==> src/sv/crlvg_pkg.sv <==
// ----------------------------------------------------------------------------
// crlvg_pkg
// Shared widths, constants, register indexes and controller/datapath bundles
// for the chunked RMS level meter with voice gate.
// ----------------------------------------------------------------------------
package crlvg_pkg;

  // Defaults for the top-level parameters
  localparam int unsigned CHUNK_SAMPLES_DEF = 50;
  localparam int unsigned HOLD_MS_DEF       = 50;

  // Fixed field widths
  localparam int unsigned SAMPLE_W   = 16;
  localparam int unsigned TIME_W     = 32;
  localparam int unsigned LEVEL_W    = 16;
  localparam int unsigned GAIN_W     = 16;
  localparam int unsigned CFG_IDX_W  = 2;
  localparam int unsigned CFG_DATA_W = 16;

  // Per-sample arithmetic widths (bounded by value, not by product size)
  localparam int unsigned MAG_W   = SAMPLE_W + 1;  // |sample| up to 32768
  localparam int unsigned USQ_W   = 31;            // mag^2 up to 2^30
  localparam int unsigned GPROD_W = 31;            // mag*gain below 2^31
  localparam int unsigned GMAG_W  = 19;            // rounded gained magnitude
  localparam int unsigned GSQ_W   = 2 * GMAG_W;    // gained square

  // log2 unit: Q30 mantissa, 16 fraction bits
  localparam int unsigned MANT_W = 31;
  localparam int unsigned FRAC_W = 16;

  // Gain is Q4.12
  localparam int unsigned GAIN_SHIFT = 12;
  localparam int unsigned GAIN_HALF  = 2048;

  // dB conversion: level = round(L * DB_PER_LOG2 / 2^24) - FULL_SCALE_DB
  localparam int unsigned DB_PER_LOG2   = 197283;
  localparam int unsigned DB_K_W        = 19;      // signed width of DB_PER_LOG2
  localparam int unsigned ROUND_SHIFT   = 24;
  localparam int unsigned FULL_SCALE_DB = 23119;

  localparam logic signed [LEVEL_W-1:0] FLOOR_DB     = -16'sd32512;  // -127 dB
  localparam logic        [GAIN_W-1:0]  GAIN_RESET   = 16'd4096;     // unity
  localparam logic signed [LEVEL_W-1:0] THRESH_RESET = -16'sd10240;  // -40 dB

  typedef enum logic [CFG_IDX_W-1:0] {
    CFG_INPUT_GAIN   = 2'd0,
    CFG_THRESHOLD_DB = 2'd1,
    CFG_VOICE_MODE   = 2'd2
  } cfg_reg_e;

  // Operand of the shared log2 unit
  typedef enum logic [1:0] {
    OP_COUNT  = 2'd0,
    OP_UNITY  = 2'd1,
    OP_GAINED = 2'd2
  } log_op_e;

  typedef struct packed {
    logic    load_in;
    logic    square;
    logic    gain_square;
    logic    accumulate;
    logic    log_start;
    log_op_e log_sel;
    logic    latch_ln;
    logic    scale;
    logic    round;
    logic    peak_update;
    logic    clear_chunk;
    logic    emit;
  } dp_cmd_t;

  typedef struct packed {
    logic close_chunk;
    logic buffer_end;
    logic log_done;
    logic out_free;
  } dp_status_t;

endpackage

==> src/sv/crlvg_ctrl.sv <==
// ----------------------------------------------------------------------------
// crlvg_ctrl
// Sequencer: per-sample square/accumulate, then at chunk end three log2 runs,
// scale and peak update, then the buffer-end result.
// ----------------------------------------------------------------------------
module crlvg_ctrl import crlvg_pkg::*; (
  input  logic       clk_i,
  input  logic       rst_ni,
  input  logic       in_valid_i,
  output logic       in_stall_o,
  input  dp_status_t status_i,
  output dp_cmd_t    cmd_o
);

  typedef enum logic [3:0] {
    S_IDLE,
    S_SQ,
    S_GSQ,
    S_ACC,
    S_LOGN,
    S_LOGN_W,
    S_LOGS,
    S_LOGS_W,
    S_SCALE,
    S_ROUND,
    S_PEAK,
    S_EMIT
  } state_e;

  state_e state_q, state_d;
  logic   gained_q, gained_d;  // second level of the chunk in progress

  always_comb begin
    state_d  = state_q;
    gained_d = gained_q;
    cmd_o    = '0;
    cmd_o.log_sel = gained_q ? OP_GAINED : OP_UNITY;

    unique case (state_q)
      S_IDLE: begin
        cmd_o.load_in = in_valid_i;
        if (in_valid_i) state_d = S_SQ;
      end
      S_SQ: begin
        cmd_o.square = 1'b1;
        state_d      = S_GSQ;
      end
      S_GSQ: begin
        cmd_o.gain_square = 1'b1;
        state_d           = S_ACC;
      end
      S_ACC: begin
        cmd_o.accumulate = 1'b1;
        state_d          = status_i.close_chunk ? S_LOGN : S_IDLE;
      end
      S_LOGN: begin
        cmd_o.log_start = 1'b1;
        cmd_o.log_sel   = OP_COUNT;
        state_d         = S_LOGN_W;
      end
      S_LOGN_W: begin
        cmd_o.log_sel = OP_COUNT;
        if (status_i.log_done) begin
          cmd_o.latch_ln = 1'b1;
          gained_d       = 1'b0;
          state_d        = S_LOGS;
        end
      end
      S_LOGS: begin
        cmd_o.log_start = 1'b1;
        state_d         = S_LOGS_W;
      end
      S_LOGS_W: begin
        if (status_i.log_done) state_d = S_SCALE;
      end
      S_SCALE: begin
        cmd_o.scale = 1'b1;
        state_d     = S_ROUND;
      end
      S_ROUND: begin
        cmd_o.round = 1'b1;
        state_d     = S_PEAK;
      end
      S_PEAK: begin
        cmd_o.peak_update = 1'b1;
        if (!gained_q) begin
          gained_d = 1'b1;
          state_d  = S_LOGS;
        end else begin
          cmd_o.clear_chunk = 1'b1;
          state_d           = status_i.buffer_end ? S_EMIT : S_IDLE;
        end
      end
      S_EMIT: begin
        if (status_i.out_free) begin
          cmd_o.emit = 1'b1;
          state_d    = S_IDLE;
        end
      end
      default: state_d = S_IDLE;
    endcase
  end

  always_ff @(posedge clk_i or negedge rst_ni) begin
    if (!rst_ni) begin
      state_q  <= S_IDLE;
      gained_q <= 1'b0;
    end else begin
      state_q  <= state_d;
      gained_q <= gained_d;
    end
  end

  assign in_stall_o = (state_q != S_IDLE);

  a_done_waited: assert property (@(posedge clk_i) disable iff (!rst_ni)
    status_i.log_done |-> (state_q == S_LOGN_W || state_q == S_LOGS_W))
    else $error("log2 result arrived outside a wait state");

endmodule

==> config.mk <==
export PLATFORM = sky130hd
export DESIGN_NAME = crlvg_ctrl
export DESIGN_NICKNAME = d
export VERILOG_FILES = /design/src/sv/crlvg_pkg.sv /design/src/sv/crlvg_ctrl.sv
export SDC_FILE = /design/constraint.sdc
export NUM_CORES = 1
export LEC_CHECK = 0
export BUFFER_PORTS_ARGS = -buffer_cell sky130_fd_sc_hd__buf_4
export CORE_AREA = 2 2 39 41
export DETAILED_ROUTE_END_ITERATION = 12
export DIE_AREA = 0 0 41 43
export SYNTH_ARGS = -nofsm -noshare
export SYNTH_HDL_FRONTEND = slang
export SYNTH_SLANG_ARGS = --single-unit
==> constraint.sdc <==
create_clock -name clk_i -period 4.71 [get_ports clk_i]
set_clock_uncertainty 0.2 [all_clocks]
set_input_delay 0.471 -clock clk_i [delete_from_list [all_inputs] [get_ports clk_i]]
set_output_delay 0.471 -clock clk_i [all_outputs]
set_load 0.02 [all_outputs]
# Yosys cells after proc, flatten, opt, wreduce, memory -nomap -nowiden
# Index checks and enable logic that the tools add are counted.
totals:
  regBits: 5
  output_inout_bits: 14
  input_bits: 7
  wordCells: 49
op_classes:
  reduce_logical: 7
  mux: 25
  n_eq_ne: 15
op_table:
  columns: ["operator", "n"]
  rows:
  - ["one-hot mux 4 bit (12 select lines)", 1]
  - ["2-to-1 mux 4 bit", 6]
  - ["== test 4 x 3 -> 1 bit, second input constant", 4]
  - ["== test 4 bit, second input constant", 4]
  - ["2-to-1 mux 1 bit", 13]
  - ["== test 4 x 2 -> 1 bit, second input constant", 2]
  - ["inequality test 2 bit, second input constant", 4]
  - ["2-to-1 mux 2 bit", 3]
  - ["== test 4 x 1 -> 1 bit, second input constant", 1]
  - ["logical NOT 4 bit", 1]
  - ["AND reduction 4 bit", 1]
  - ["nonzero test 4 bit", 1]
  - ["OR reduction 2 bit", 2]
  - ["2-to-1 mux 3 bit", 1]
  - ["one-hot mux 1 bit (2 select lines)", 1]
  - ["AND reduction 2 bit", 1]
  - ["nonzero test 2 bit", 1]

# Logic depth before layout (Yosys ltp)
# Gate-level depths: netlist of run 1.
logic_depth:
  depth_word: 3
  mapped_depth: 5
  ltp_nobuf: 4

# Least setup slack after synthesis of run 1
# OpenSTA, ideal clock, no wires.
synth_path:
  path_type: "register to output"
  from: "register state_q[3]"
  to: "output port cmd_o[12] in the netlist's numbering"
  n_path_buf: 1
  arrival_ns: 1.414
  slack_ns: 2.625
  required_ns: 4.039
  stages_incl_launch_ff: 5
  cell_sequence: "dfrtp_1 -> buf_6 -> or2_4 -> or3_4 -> nor2_1"
synth_rtl:
  columns: ["item", "line_no", "rtl"]
  rows:
  - ["start, declared", "crlvg_ctrl.sv:30", "state_e state_q, state_d;"]
  - ["start signal, assigned", "crlvg_ctrl.sv:109", "state_q <= state_d;"]
  - ["end, declared", "crlvg_ctrl.sv:12", "output dp_cmd_t cmd_o"]

==> out/metrics.cfg, run 1 <==
[status]
outcome = completed

[timing]
fin_crit_sh_pct = 47.4
fmax_mhz = 448
setup_viol = 0
fin_hold_ws_ns = 0.254
tightestPinTransition_ns = 0.448
slew_viol_final = 0
slew_headroom_pct = 70.1
setup_tns_ns = 0
final-hold-violation-count = 0
min_period_ns = 2.23
rsz0062_at_grt = no

[cts]
cts_hold_buf = 1
clock-root-buffer = clkbuf_4
clock_latency_ns = 0.24
cts_setup_buffers = 0
cts_buffer_depth = 2
numClockSinks = 5
cts_resized = 0
cts_made_buffers = 3
clkTransAtPathRegs_ns = 0.04
cts_tree = done
cts_max_level = 1

[placed_design]
place_congestion = 0.757
port_buffers = 20
dp.cells = 98
hpwlAfterDp_um = 854
dpl_cell_area_um2 = 612

[drt]
num_vias = 500
drc_errors = 0
drt_iter0_drc = 5
wl_per_cell_um = 10.7
firstDrtPassIters = 3
antenna_left = 0
routed_wl_um = 1100
via_per_inst = 4.85

[setup_path]
reg2reg_slack_ns = 2.97
reg2reg_depth = 4
required_ns = 4.04
worstSetupStartpoint = state_q[3]$_DFFE_PN0P_
worst_path_max_delay_cell = dfrtp_1
slowest_delay_ns = 0.45
crit_type = flop to output pin
cp_num_buf_inv = 1
r2r_end = state_q[3]$_DFFE_PN0P_
reg2reg_from = state_q[3]$_DFFE_PN0P_
end_kind = output pin
cp_cell_sequence = or2_4 -> or3_4 -> nor2_1 -> buf_4
crit_cells = 4
path_delay_family = simple AND/OR/NAND/NOR gates
cp.arrival_ns = 1.56
crit_path_start_kind = flop
critPathCapture = cmd_o[12]
crit_path_max_fanout = 10

[logic_synthesis]
yosys-top-cells-count = nor2_1 (15), a21oi_1 (5), dfrtp_1 (5), nand2_1 (5)
yosys_most_used_dff = dfrtp_1
syn_inst = 67
synth-simple-area-share_pct = 41.1
synth_area_leaders = dfrtp_1 (26%), nor2_1 (12%), a21oi_1 (5.3%)
syn_avg_cell_area_um2 = 7.10
synth-edff-count = 0
yosys.area_share.xor_xnor_pct = 0
synth_seq_area_share_pct = 26.3
muxShareOfSynthArea_pct = 0
yosys_register_bits = 5
ys_warn_count = 0
synth_compound_area_share_pct = 22.4
synth_area_leader_cell = dfrtp_1
synth_top_area_share_pct = 26.3
async_reset_ff_share_pct = 100
syn_area_um2 = 475
synth.net_count = 74
yosys.area_share.adder_pct = 0
synth.most_common_cell = nor2_1
synth.distinct_cells = 29
synth_top_family_by_area = simple AND/OR/NAND/NOR gates

[grt]
grt_pass1_wl_um = 1760
track_usage_pct = 14.6
grt_max_degree = 18
antenna_found_initial = 0
gr-total-overflow = 0
first_global_vias = 459

[final_layout]
multi_input_area_um2 = 302
final_cell_area_um2 = 648
layout-drive-gt1-share_pct = 29.9
synthToLayoutAreaGrowth_pct = 36.3
nets = 95
n_fill_cell = 146
stdcell_count = 103
diodes = 0
register_area_um2 = 125

[die]
initial_core_util_pct = 34.4
die-area_um2 = 1760
fp.coreArea_um2 = 1380
num_rows = 14
die_y_um = 43
io_pins = 21
fp.dieW_um = 41

[pwr]
pwr_density_cell_nw_per_um2 = 688
power_uw = 446
p_leak_uw = 0.000301
ir_drop_v = 0.000259

[worst_hold_path]
holdCritPathClass = input port to flop
hold_start = status_i[0]

[job]
max_cap_viol_count = 0

worst min-delay path by stage:
stage	slack, ns	cells after the start	end
after floorplan	-0.02	0	gained_q$_DFFE_PN0P_
final	0.25	2	state_q[3]$_DFFE_PN0P_
after CTS	0.25	2	state_q[3]$_DFFE_PN0P_
after global routing	0.26	2	state_q[3]$_DFFE_PN0P_
after detailed placement	0.08	1	state_q[1]$_DFFE_PN0P_
after global placement	0.07	1	state_q[0]$_DFFE_PN0P_
where the power goes:
part,internal (uW),leakage [uW],switching [uW]
Sequential,63.0,0.0000636,56.4
Clock,32.0,0.0000150,16.4
Combinational,129,0.000223,149
per-stage QoR:
stage / setup WS, ns / utilization (%)
after floorplan: 2.62 / -
after detailed placement: 2.74 / 44.2
after global routing: 2.40 / 46.8
after global placement: 2.75 / 44.2
final: 2.48 / 46.8
after CTS: 2.47 / 46.8
layout by cell type (no fill, tap or decap), drive strengths merged, types with 2 or more instances in the layout:
cell type   n
a21oi       5
buf        20
nor3        3
nand2       5
dfrtp       5
clkbuf      4
nor2       15
nor2b       2
o21ai       5
nand2b      2
inv         4
final cells by class:
cell class	instances	share of cell area, %
clock buffers	4	4.05
inverters	4	2.32
multi-input cells	53	46.5
flip-flops and latches	5	19.3
well taps	16	3.09
repair buffers	21	24.7
flip-flops by register name, summed over array words and instances (netlist names):
signal	flops
state_q	4
gained_q	1
cell families after synthesis:
logic type	after synthesis
AND/OR/NAND/NOR	37
buffers and inverters	9
AO/OA/AOI/OAI	16
flip-flops	5
metal layers:
layer  wire length [um]  share of wire [%]  vias up  GRT usage [%]
li1                   -                  -      267              -
met1                509                 46      226           17.3
met2                560                 51        7           23.1
met3                 28                2.6        0              0
met4                  0                  0        0           12.0
met5                  0                  0        -              0
Note: power is estimated with default switching activity, not from simulation.
==> inputs of run 2 (changes only) <==
PLACE_DENSITY = 0.66   (was unset)
clock period = 1.9 ns   (was 4.71 ns; I/O delays follow)
==> run 2 against run 1 <==
  * Via count up 16%
  * Clock power grew 140%
  * Register-to-register slack worse by 2.9 ns
  * Power grew to 2.8 times the previous value
  * Hold slack worse by 0.16 ns
  * Cell count is 7.8% higher
  * Combinational power rose to 3.1 times the previous value
  * Sequential power is 120% higher
  * Count of clock-buffer cells in the layout is the same
  * Sequential cell count unchanged
  * Largest cell class unchanged
  * Largest power group unchanged
==> out/metrics.cfg, run 2 (synthesis gave the netlist of run 1 again) <==
[status]
outcome = completed

[cts]
cts_tree = done
cts_buffer_depth = 2  ; unchanged
clock-root-buffer = clkbuf_4
cts_max_level = 1  ; unchanged
clkTransAtPathRegs_ns = 0.04  ; about the same
cts_made_buffers = 3  ; unchanged
clock_latency_ns = 0.23  ; about the same
numClockSinks = 5  ; unchanged

[final_layout]
largest_reg_flops = 4  ; unchanged
final_cell_mix = buf_4 (26), nor2_1 (14), nand2_1 (5), a21oi_1 (5), inv_1 (4)
nets = 103  ; +8.4%
stdcell_count = 111  ; +7.8%
final_common_cell = buf_4
largest_register = state_q
n_fill_cell = 135  ; -7.5%
top_regs = state_q: 4 flops, gained_q: 1 flops
diodes = 0  ; unchanged
layout-drive-gt1-share_pct = 38.9  ; +9.1 points
synthToLayoutAreaGrowth_pct = 52.6

[pwr]
comb_power_share_pct = 69.4  ; +7.0 points
pwr_density_cell_nw_per_um2 = 1720  ; +150%
p_int_uw = 655  ; +190%
switchingPower_uw = 596  ; +170%
p_clk_share_pct = 9.2  ; -1.6 points
ir_drop_v = 0.000912  ; +250%
p_leak_uw = 0.000337  ; +12%
swShare_pct = 47.6  ; -2.2 points
seq_power_share_pct = 21.4  ; -5.4 points

[placed_design]
hpwlAfterDp_um = 892  ; +4.5%
place_worst_setup_slack_ns = 0.169  ; -2.57 ns
place_congestion = 0.895  ; +18%
port_buffers = 20  ; unchanged
dp.cells = 99  ; +1.0%

[worst_hold_path]
holdCritPathClass = input port to asynchronous set/reset pin

[setup_path]
reg2reg_slack_ns = 0.07  ; -2.90 ns
path_delay_family = simple AND/OR/NAND/NOR gates
worst_path_max_delay_cell = dfrtp_2
crit_path_max_fanout = 4  ; -6
reg2reg_from = state_q[3]$_DFFE_PN0P_
end_kind = output pin
cp.arrival_ns = 1.50  ; -0.06 ns
cp_cell_sequence = or2_4 -> or3_4 -> nor2_4 -> buf_6
crit_type = flop to output pin
slowest_delay_ns = 0.41  ; -0.04 ns
reg2reg_depth = 5  ; +1
crit_path_start_kind = flop
r2r_end = state_q[3]$_DFFE_PN0P_
required_ns = 1.51  ; -2.53 ns
cp_num_buf_inv = 1  ; unchanged

[timing]
tightestPinTransition_ns = 0.379  ; -0.0690 ns
slew_headroom_pct = 74.7  ; +4.5 points
final-hold-violation-count = 0  ; unchanged
fin_hold_ws_ns = 0.0965  ; -0.158 ns
min_period_ns = 1.89
setup_slack_ns = 0.0139  ; -2.46 ns
setup_tns_ns = 0  ; unchanged
slew_viol_final = 0  ; unchanged
rsz0062_at_grt = yes
setup_viol = 0  ; unchanged
fin_crit_sh_pct = 99.3
fmax_mhz = 530

[grt]
antenna_found_initial = 0  ; unchanged
gr-total-overflow = 0  ; unchanged
grt_max_degree = 18  ; unchanged
first_global_vias = 504  ; +9.8%
track_usage_pct = 17.3  ; +2.6 points
grt_pass1_wl_um = 2080  ; +18%

[die]
num_rows = 14  ; unchanged
die_y_um = 43  ; unchanged
fp.dieW_um = 41  ; unchanged
initial_core_util_pct = 34.4  ; unchanged
die-area_um2 = 1760  ; unchanged
io_pins = 21  ; unchanged
fp.coreArea_um2 = 1380  ; unchanged

[drt]
antenna_left = 0  ; unchanged
via_per_inst = 5.24  ; +8.0%
num_vias = 582  ; +16%
routed_wl_um = 1280  ; +17%
wl_per_cell_um = 11.5  ; +8.3%
firstDrtPassIters = 4  ; +1
drc_errors = 0  ; unchanged
drt_iter0_drc = 11  ; +6

[job]
max_cap_viol_count = 0  ; unchanged

## run 2: changes by cell type in the layout (fill, tap and decap cells not counted)
cell           change
o21ai_0            -1
o21ai_1            +1
buf_6              +1
nor2_1             -1
dfrtp_1            -3
dlygate4sd3_1      +1
dfrtp_2            +3
buf_4              +6
nor2_4             +1
## run 2: metrics by stage
stage	instance area [um2]	total power, uW	util [%]
detailed placement	619	1010	44.8
finish	726	1250	52.4
floorplan	475	797	-
global route	726	1350	52.4
global placement	619	1010	44.8
CTS	706	1210	51.0
## run 2: worst max-delay path by stage
stage / from / to / slack (ns) / depth (start not counted)
2_1_floorplan: state_q[3]$_DFFE_PN0P_ / cmd_o[12] / 0.1 / 4
3_3_place_gp: state_q[3]$_DFFE_PN0P_ / cmd_o[12] / 0.20 / 4
3_5_place_dp: state_q[3]$_DFFE_PN0P_ / state_q[3]$_DFFE_PN0P_ / 0.17 / 4
4_1_cts: state_q[2]$_DFFE_PN0P_ / cmd_o[12] / 0.004 / 4
5_1_grt: state_q[3]$_DFFE_PN0P_ / cmd_o[12] / -0.04 / 4
6_report: state_q[3]$_DFFE_PN0P_ / cmd_o[12] / 0.01 / 4
## run 2: routing by layer
metal	GRT usage, %	part of all wire, %
met5	0	0
met1	22.5	42
met4	13.3	1.4
met3	3.14	4.9
met2	23.8	51
## run 2: power groups by stage
stage	clock network (uW)	logic, uW	registers, uW
2_1_floorplan	0	595	202
3_3_place_gp	0	727	282
3_5_place_dp	0	728	281
4_1_cts	124	829	262
5_1_grt	129	944	282
6_report	116	868	267
## run 2: area by class of cell
cell class / instances / area (um2) / share of cell area, %
multi-input cells: 53 / 309 / 42.6
repair buffers: 29 / 226 / 31.2
flip-flops and latches: 5 / 129 / 17.8
clock buffers: 4 / 26.3 / 3.62
well taps: 16 / 20.0 / 2.76
inverters: 4 / 15.0 / 2.07
## run 2: what timing repair did
| item | in CTS | in global routing |
|---|---|---|
| endpoints found under the hold margin | 6 | 0 |
| hold buffers | 2 | 0 |
| pin swaps | 2 | 3 |
| endpoints found under the setup margin | 2 | 5 |
| buffers inserted | 5 | 1 |
| resized for setup | 2 | 5 |
==> inputs of run 3 (changes only) <==
PLACE_DENSITY = unset   (was 0.66)
clock period = 1.8 ns   (was 1.9 ns; I/O delays follow)
==> run 3 against run 2 <==
  * The run now ends with negative setup slack left
  * Hold slack worse by 0.023 ns
  * Critical path depth stayed put
  * Die area stayed put
  * Non-clock buffer count is 5 higher
  * Sequential cell count stayed put
  * Register-to-register slack worse by 0.10 ns
  * Core utilization is 4.0 points higher
  * Combinational power is 21% higher
  * Cell area is 7.6% higher
  * Highest routed layer unchanged
==> out/metrics.cfg, run 3 (synthesis gave the netlist of run 1 again) <==
[final_layout]
top_regs = state_q: 4 flops, gained_q: 1 flops
final_cell_mix = buf_4 (31), nor2_1 (13), nand2_1 (5)
final_cell_area_um2 = 781  ; +7.6%
largest_reg_flops = 4  ; unchanged
synthToLayoutAreaGrowth_pct = 64.2
final_common_cell = buf_4
largest_register = state_q
nets = 108  ; +4.9%
layout-drive-gt1-share_pct = 45.0  ; +6.1 points
diodes = 0  ; unchanged

[drt]
drt_iter0_drc = 13  ; +2
antenna_left = 0  ; unchanged
via_per_inst = 5.04  ; -3.8%
firstDrtPassIters = 4  ; unchanged
routed_wl_um = 1440  ; +12%
num_vias = 585  ; +0.52%
wl_per_cell_um = 12.4  ; +7.1%
drc_errors = 0  ; unchanged

[grt]
gr-total-overflow = 0  ; unchanged
track_usage_pct = 19.2  ; +1.9 points
grt_pass1_wl_um = 2370  ; +14%
grt_max_degree = 12  ; -6
first_global_vias = 594  ; +18%
antenna_found_initial = 0  ; unchanged

[timing]
slew_viol_final = 0  ; unchanged
slew_headroom_pct = 73.4  ; -1.3 points
fin_hold_ws_ns = 0.0733  ; -0.0232 ns
final-hold-violation-count = 0  ; unchanged
tightestPinTransition_ns = 0.398  ; +0.0196 ns
rsz0062_at_grt = yes
fin_crit_sh_pct = 102
fmax_mhz = 546
setup_viol = 3  ; +3
min_period_ns = 1.83
setup_slack_ns = -0.0325  ; -0.0464 ns

[die]
die_y_um = 43  ; unchanged
num_rows = 14  ; unchanged
fp.dieW_um = 41  ; unchanged
die-area_um2 = 1760  ; unchanged
fp.coreArea_um2 = 1380  ; unchanged
io_pins = 21  ; unchanged
initial_core_util_pct = 34.4  ; unchanged

[pwr]
p_leak_uw = 0.000368  ; +9.2%
ir_drop_v = 0.000900  ; -1.3%
comb_power_share_pct = 73.4  ; +4.0 points
p_int_uw = 754  ; +15%
seq_power_share_pct = 17.4  ; -4.0 points
swShare_pct = 47.1  ; -0.49 points
pwr_density_cell_nw_per_um2 = 1830  ; +6.0%
switchingPower_uw = 672  ; +13%
p_clk_share_pct = 9.2  ; about the same

[cts]
cts_made_buffers = 3  ; unchanged
clkTransAtPathRegs_ns = 0.04  ; about the same
cts_tree = done
cts_max_level = 1  ; unchanged
clock_latency_ns = 0.24  ; about the same
clock-root-buffer = clkbuf_4
cts_buffer_depth = 2  ; unchanged
numClockSinks = 5  ; unchanged

[setup_path]
required_ns = 1.42  ; -0.09 ns
path_delay_family = simple AND/OR/NAND/NOR gates
cp.arrival_ns = 1.45  ; -0.05 ns
crit_path_max_fanout = 4  ; unchanged
cp_cell_sequence = or2_4 -> or3_4 -> nor2_4 -> buf_6
cp_num_buf_inv = 1  ; unchanged
worst_path_max_delay_cell = dfrtp_1
slowest_delay_ns = 0.40  ; about the same
crit_path_start_kind = flop
crit_type = flop to output pin
end_kind = output pin

[placed_design]
hpwlAfterDp_um = 1030  ; +15%
place_congestion = 0.800  ; -11%
dpl_cell_area_um2 = 649  ; +4.8%
port_buffers = 20  ; unchanged

[worst_hold_path]
holdCritPathClass = input port to asynchronous set/reset pin

[job]
max_cap_viol_count = 0  ; unchanged

[status]
violations = negative setup slack
outcome = finished, violations left

==> run 3: layer usage <==
layer | global-route usage (%) | part of all wire (%)
met5 | 0 | 0
met4 | 7.33 | 0.98
met3 | 2.09 | 2.4
met2 | 31.3 | 53
met1 | 24.6 | 44
==> run 3: final timing paths <==
| path | startpoint | to | slack, ns | cells after the start |
|---|---|---|---|---|
| max | state_q[3]$_DFFE_PN0P_ | cmd_o[12] | -0.03 | 4 |
| max reg2reg | state_q[3]$_DFFE_PN0P_ | state_q[3]$_DFFE_PN0P_ | -0.03 | 5 |
| min in group clk_i | status_i[1] | gained_q$_DFFE_PN0P_ | 0.14 | 4 |
| max in group asynchronous | rst_ni | state_q[1]$_DFFE_PN0P_ | 1.21 | 2 |
| min reg2reg | gained_q$_DFFE_PN0P_ | gained_q$_DFFE_PN0P_ | 0.47 | 2 |
| min | rst_ni | state_q[0]$_DFFE_PN0P_ | 0.07 | 2 |
==> run 3: worst register-to-register path, stage by stage (launching register included) <==
cell      delay [ns]
dfrtp_1         0.40
or2_4           0.24
or3_4           0.36
buf_4           0.15
o221ai_2        0.22
o32ai_2         0.13
==> run 3: through the flow <==
stage / setup TNS [ns] / instances / power [uW] / utilization, % / setup WS [ns]
after floorplan: 0 / 67 / 841 / - / 0.00596
after detailed placement: 0 / 103 / 1130 / 46.9 / 0.103
final: -0.0592 / 116 / 1430 / 56.4 / -0.0325
after global routing: -0.410 / 116 / 1550 / 56.4 / -0.110
after global placement: 0 / 103 / 1130 / 46.9 / 0.139
after CTS: -0.0816 / 115 / 1370 / 54.3 / -0.0585
==> run 3: area by class of cell <==
class	instances	area, um2
multi-input combinational	53	329
sequential	5	126
fill	146	603
clock buffer	4	26.3
timing repair buffer	34	264
tap	16	20.0
inverter	4	15.0
==> run 3: power groups by stage <==
| stage | logic [uW] | clock network, uW | registers, uW |
|---|---|---|---|
| floorplan | 628 | 0 | 213 |
| global placement | 873 | 0 | 253 |
| detailed placement | 873 | 0 | 253 |
| CTS | 993 | 136 | 242 |
| global route | 1150 | 141 | 257 |
| finish | 1050 | 131 | 249 |
==> run 3: timing repair <==
item | CTS | global route
setup buffers | 6 | 1
pin swaps | 2 | 3
hold buffers | 2 | 0
setup endpoints to repair | 5 | 10
cloned | 0 | 0
resized for setup | 3 | 7
hold endpoints to repair | 6 | 0
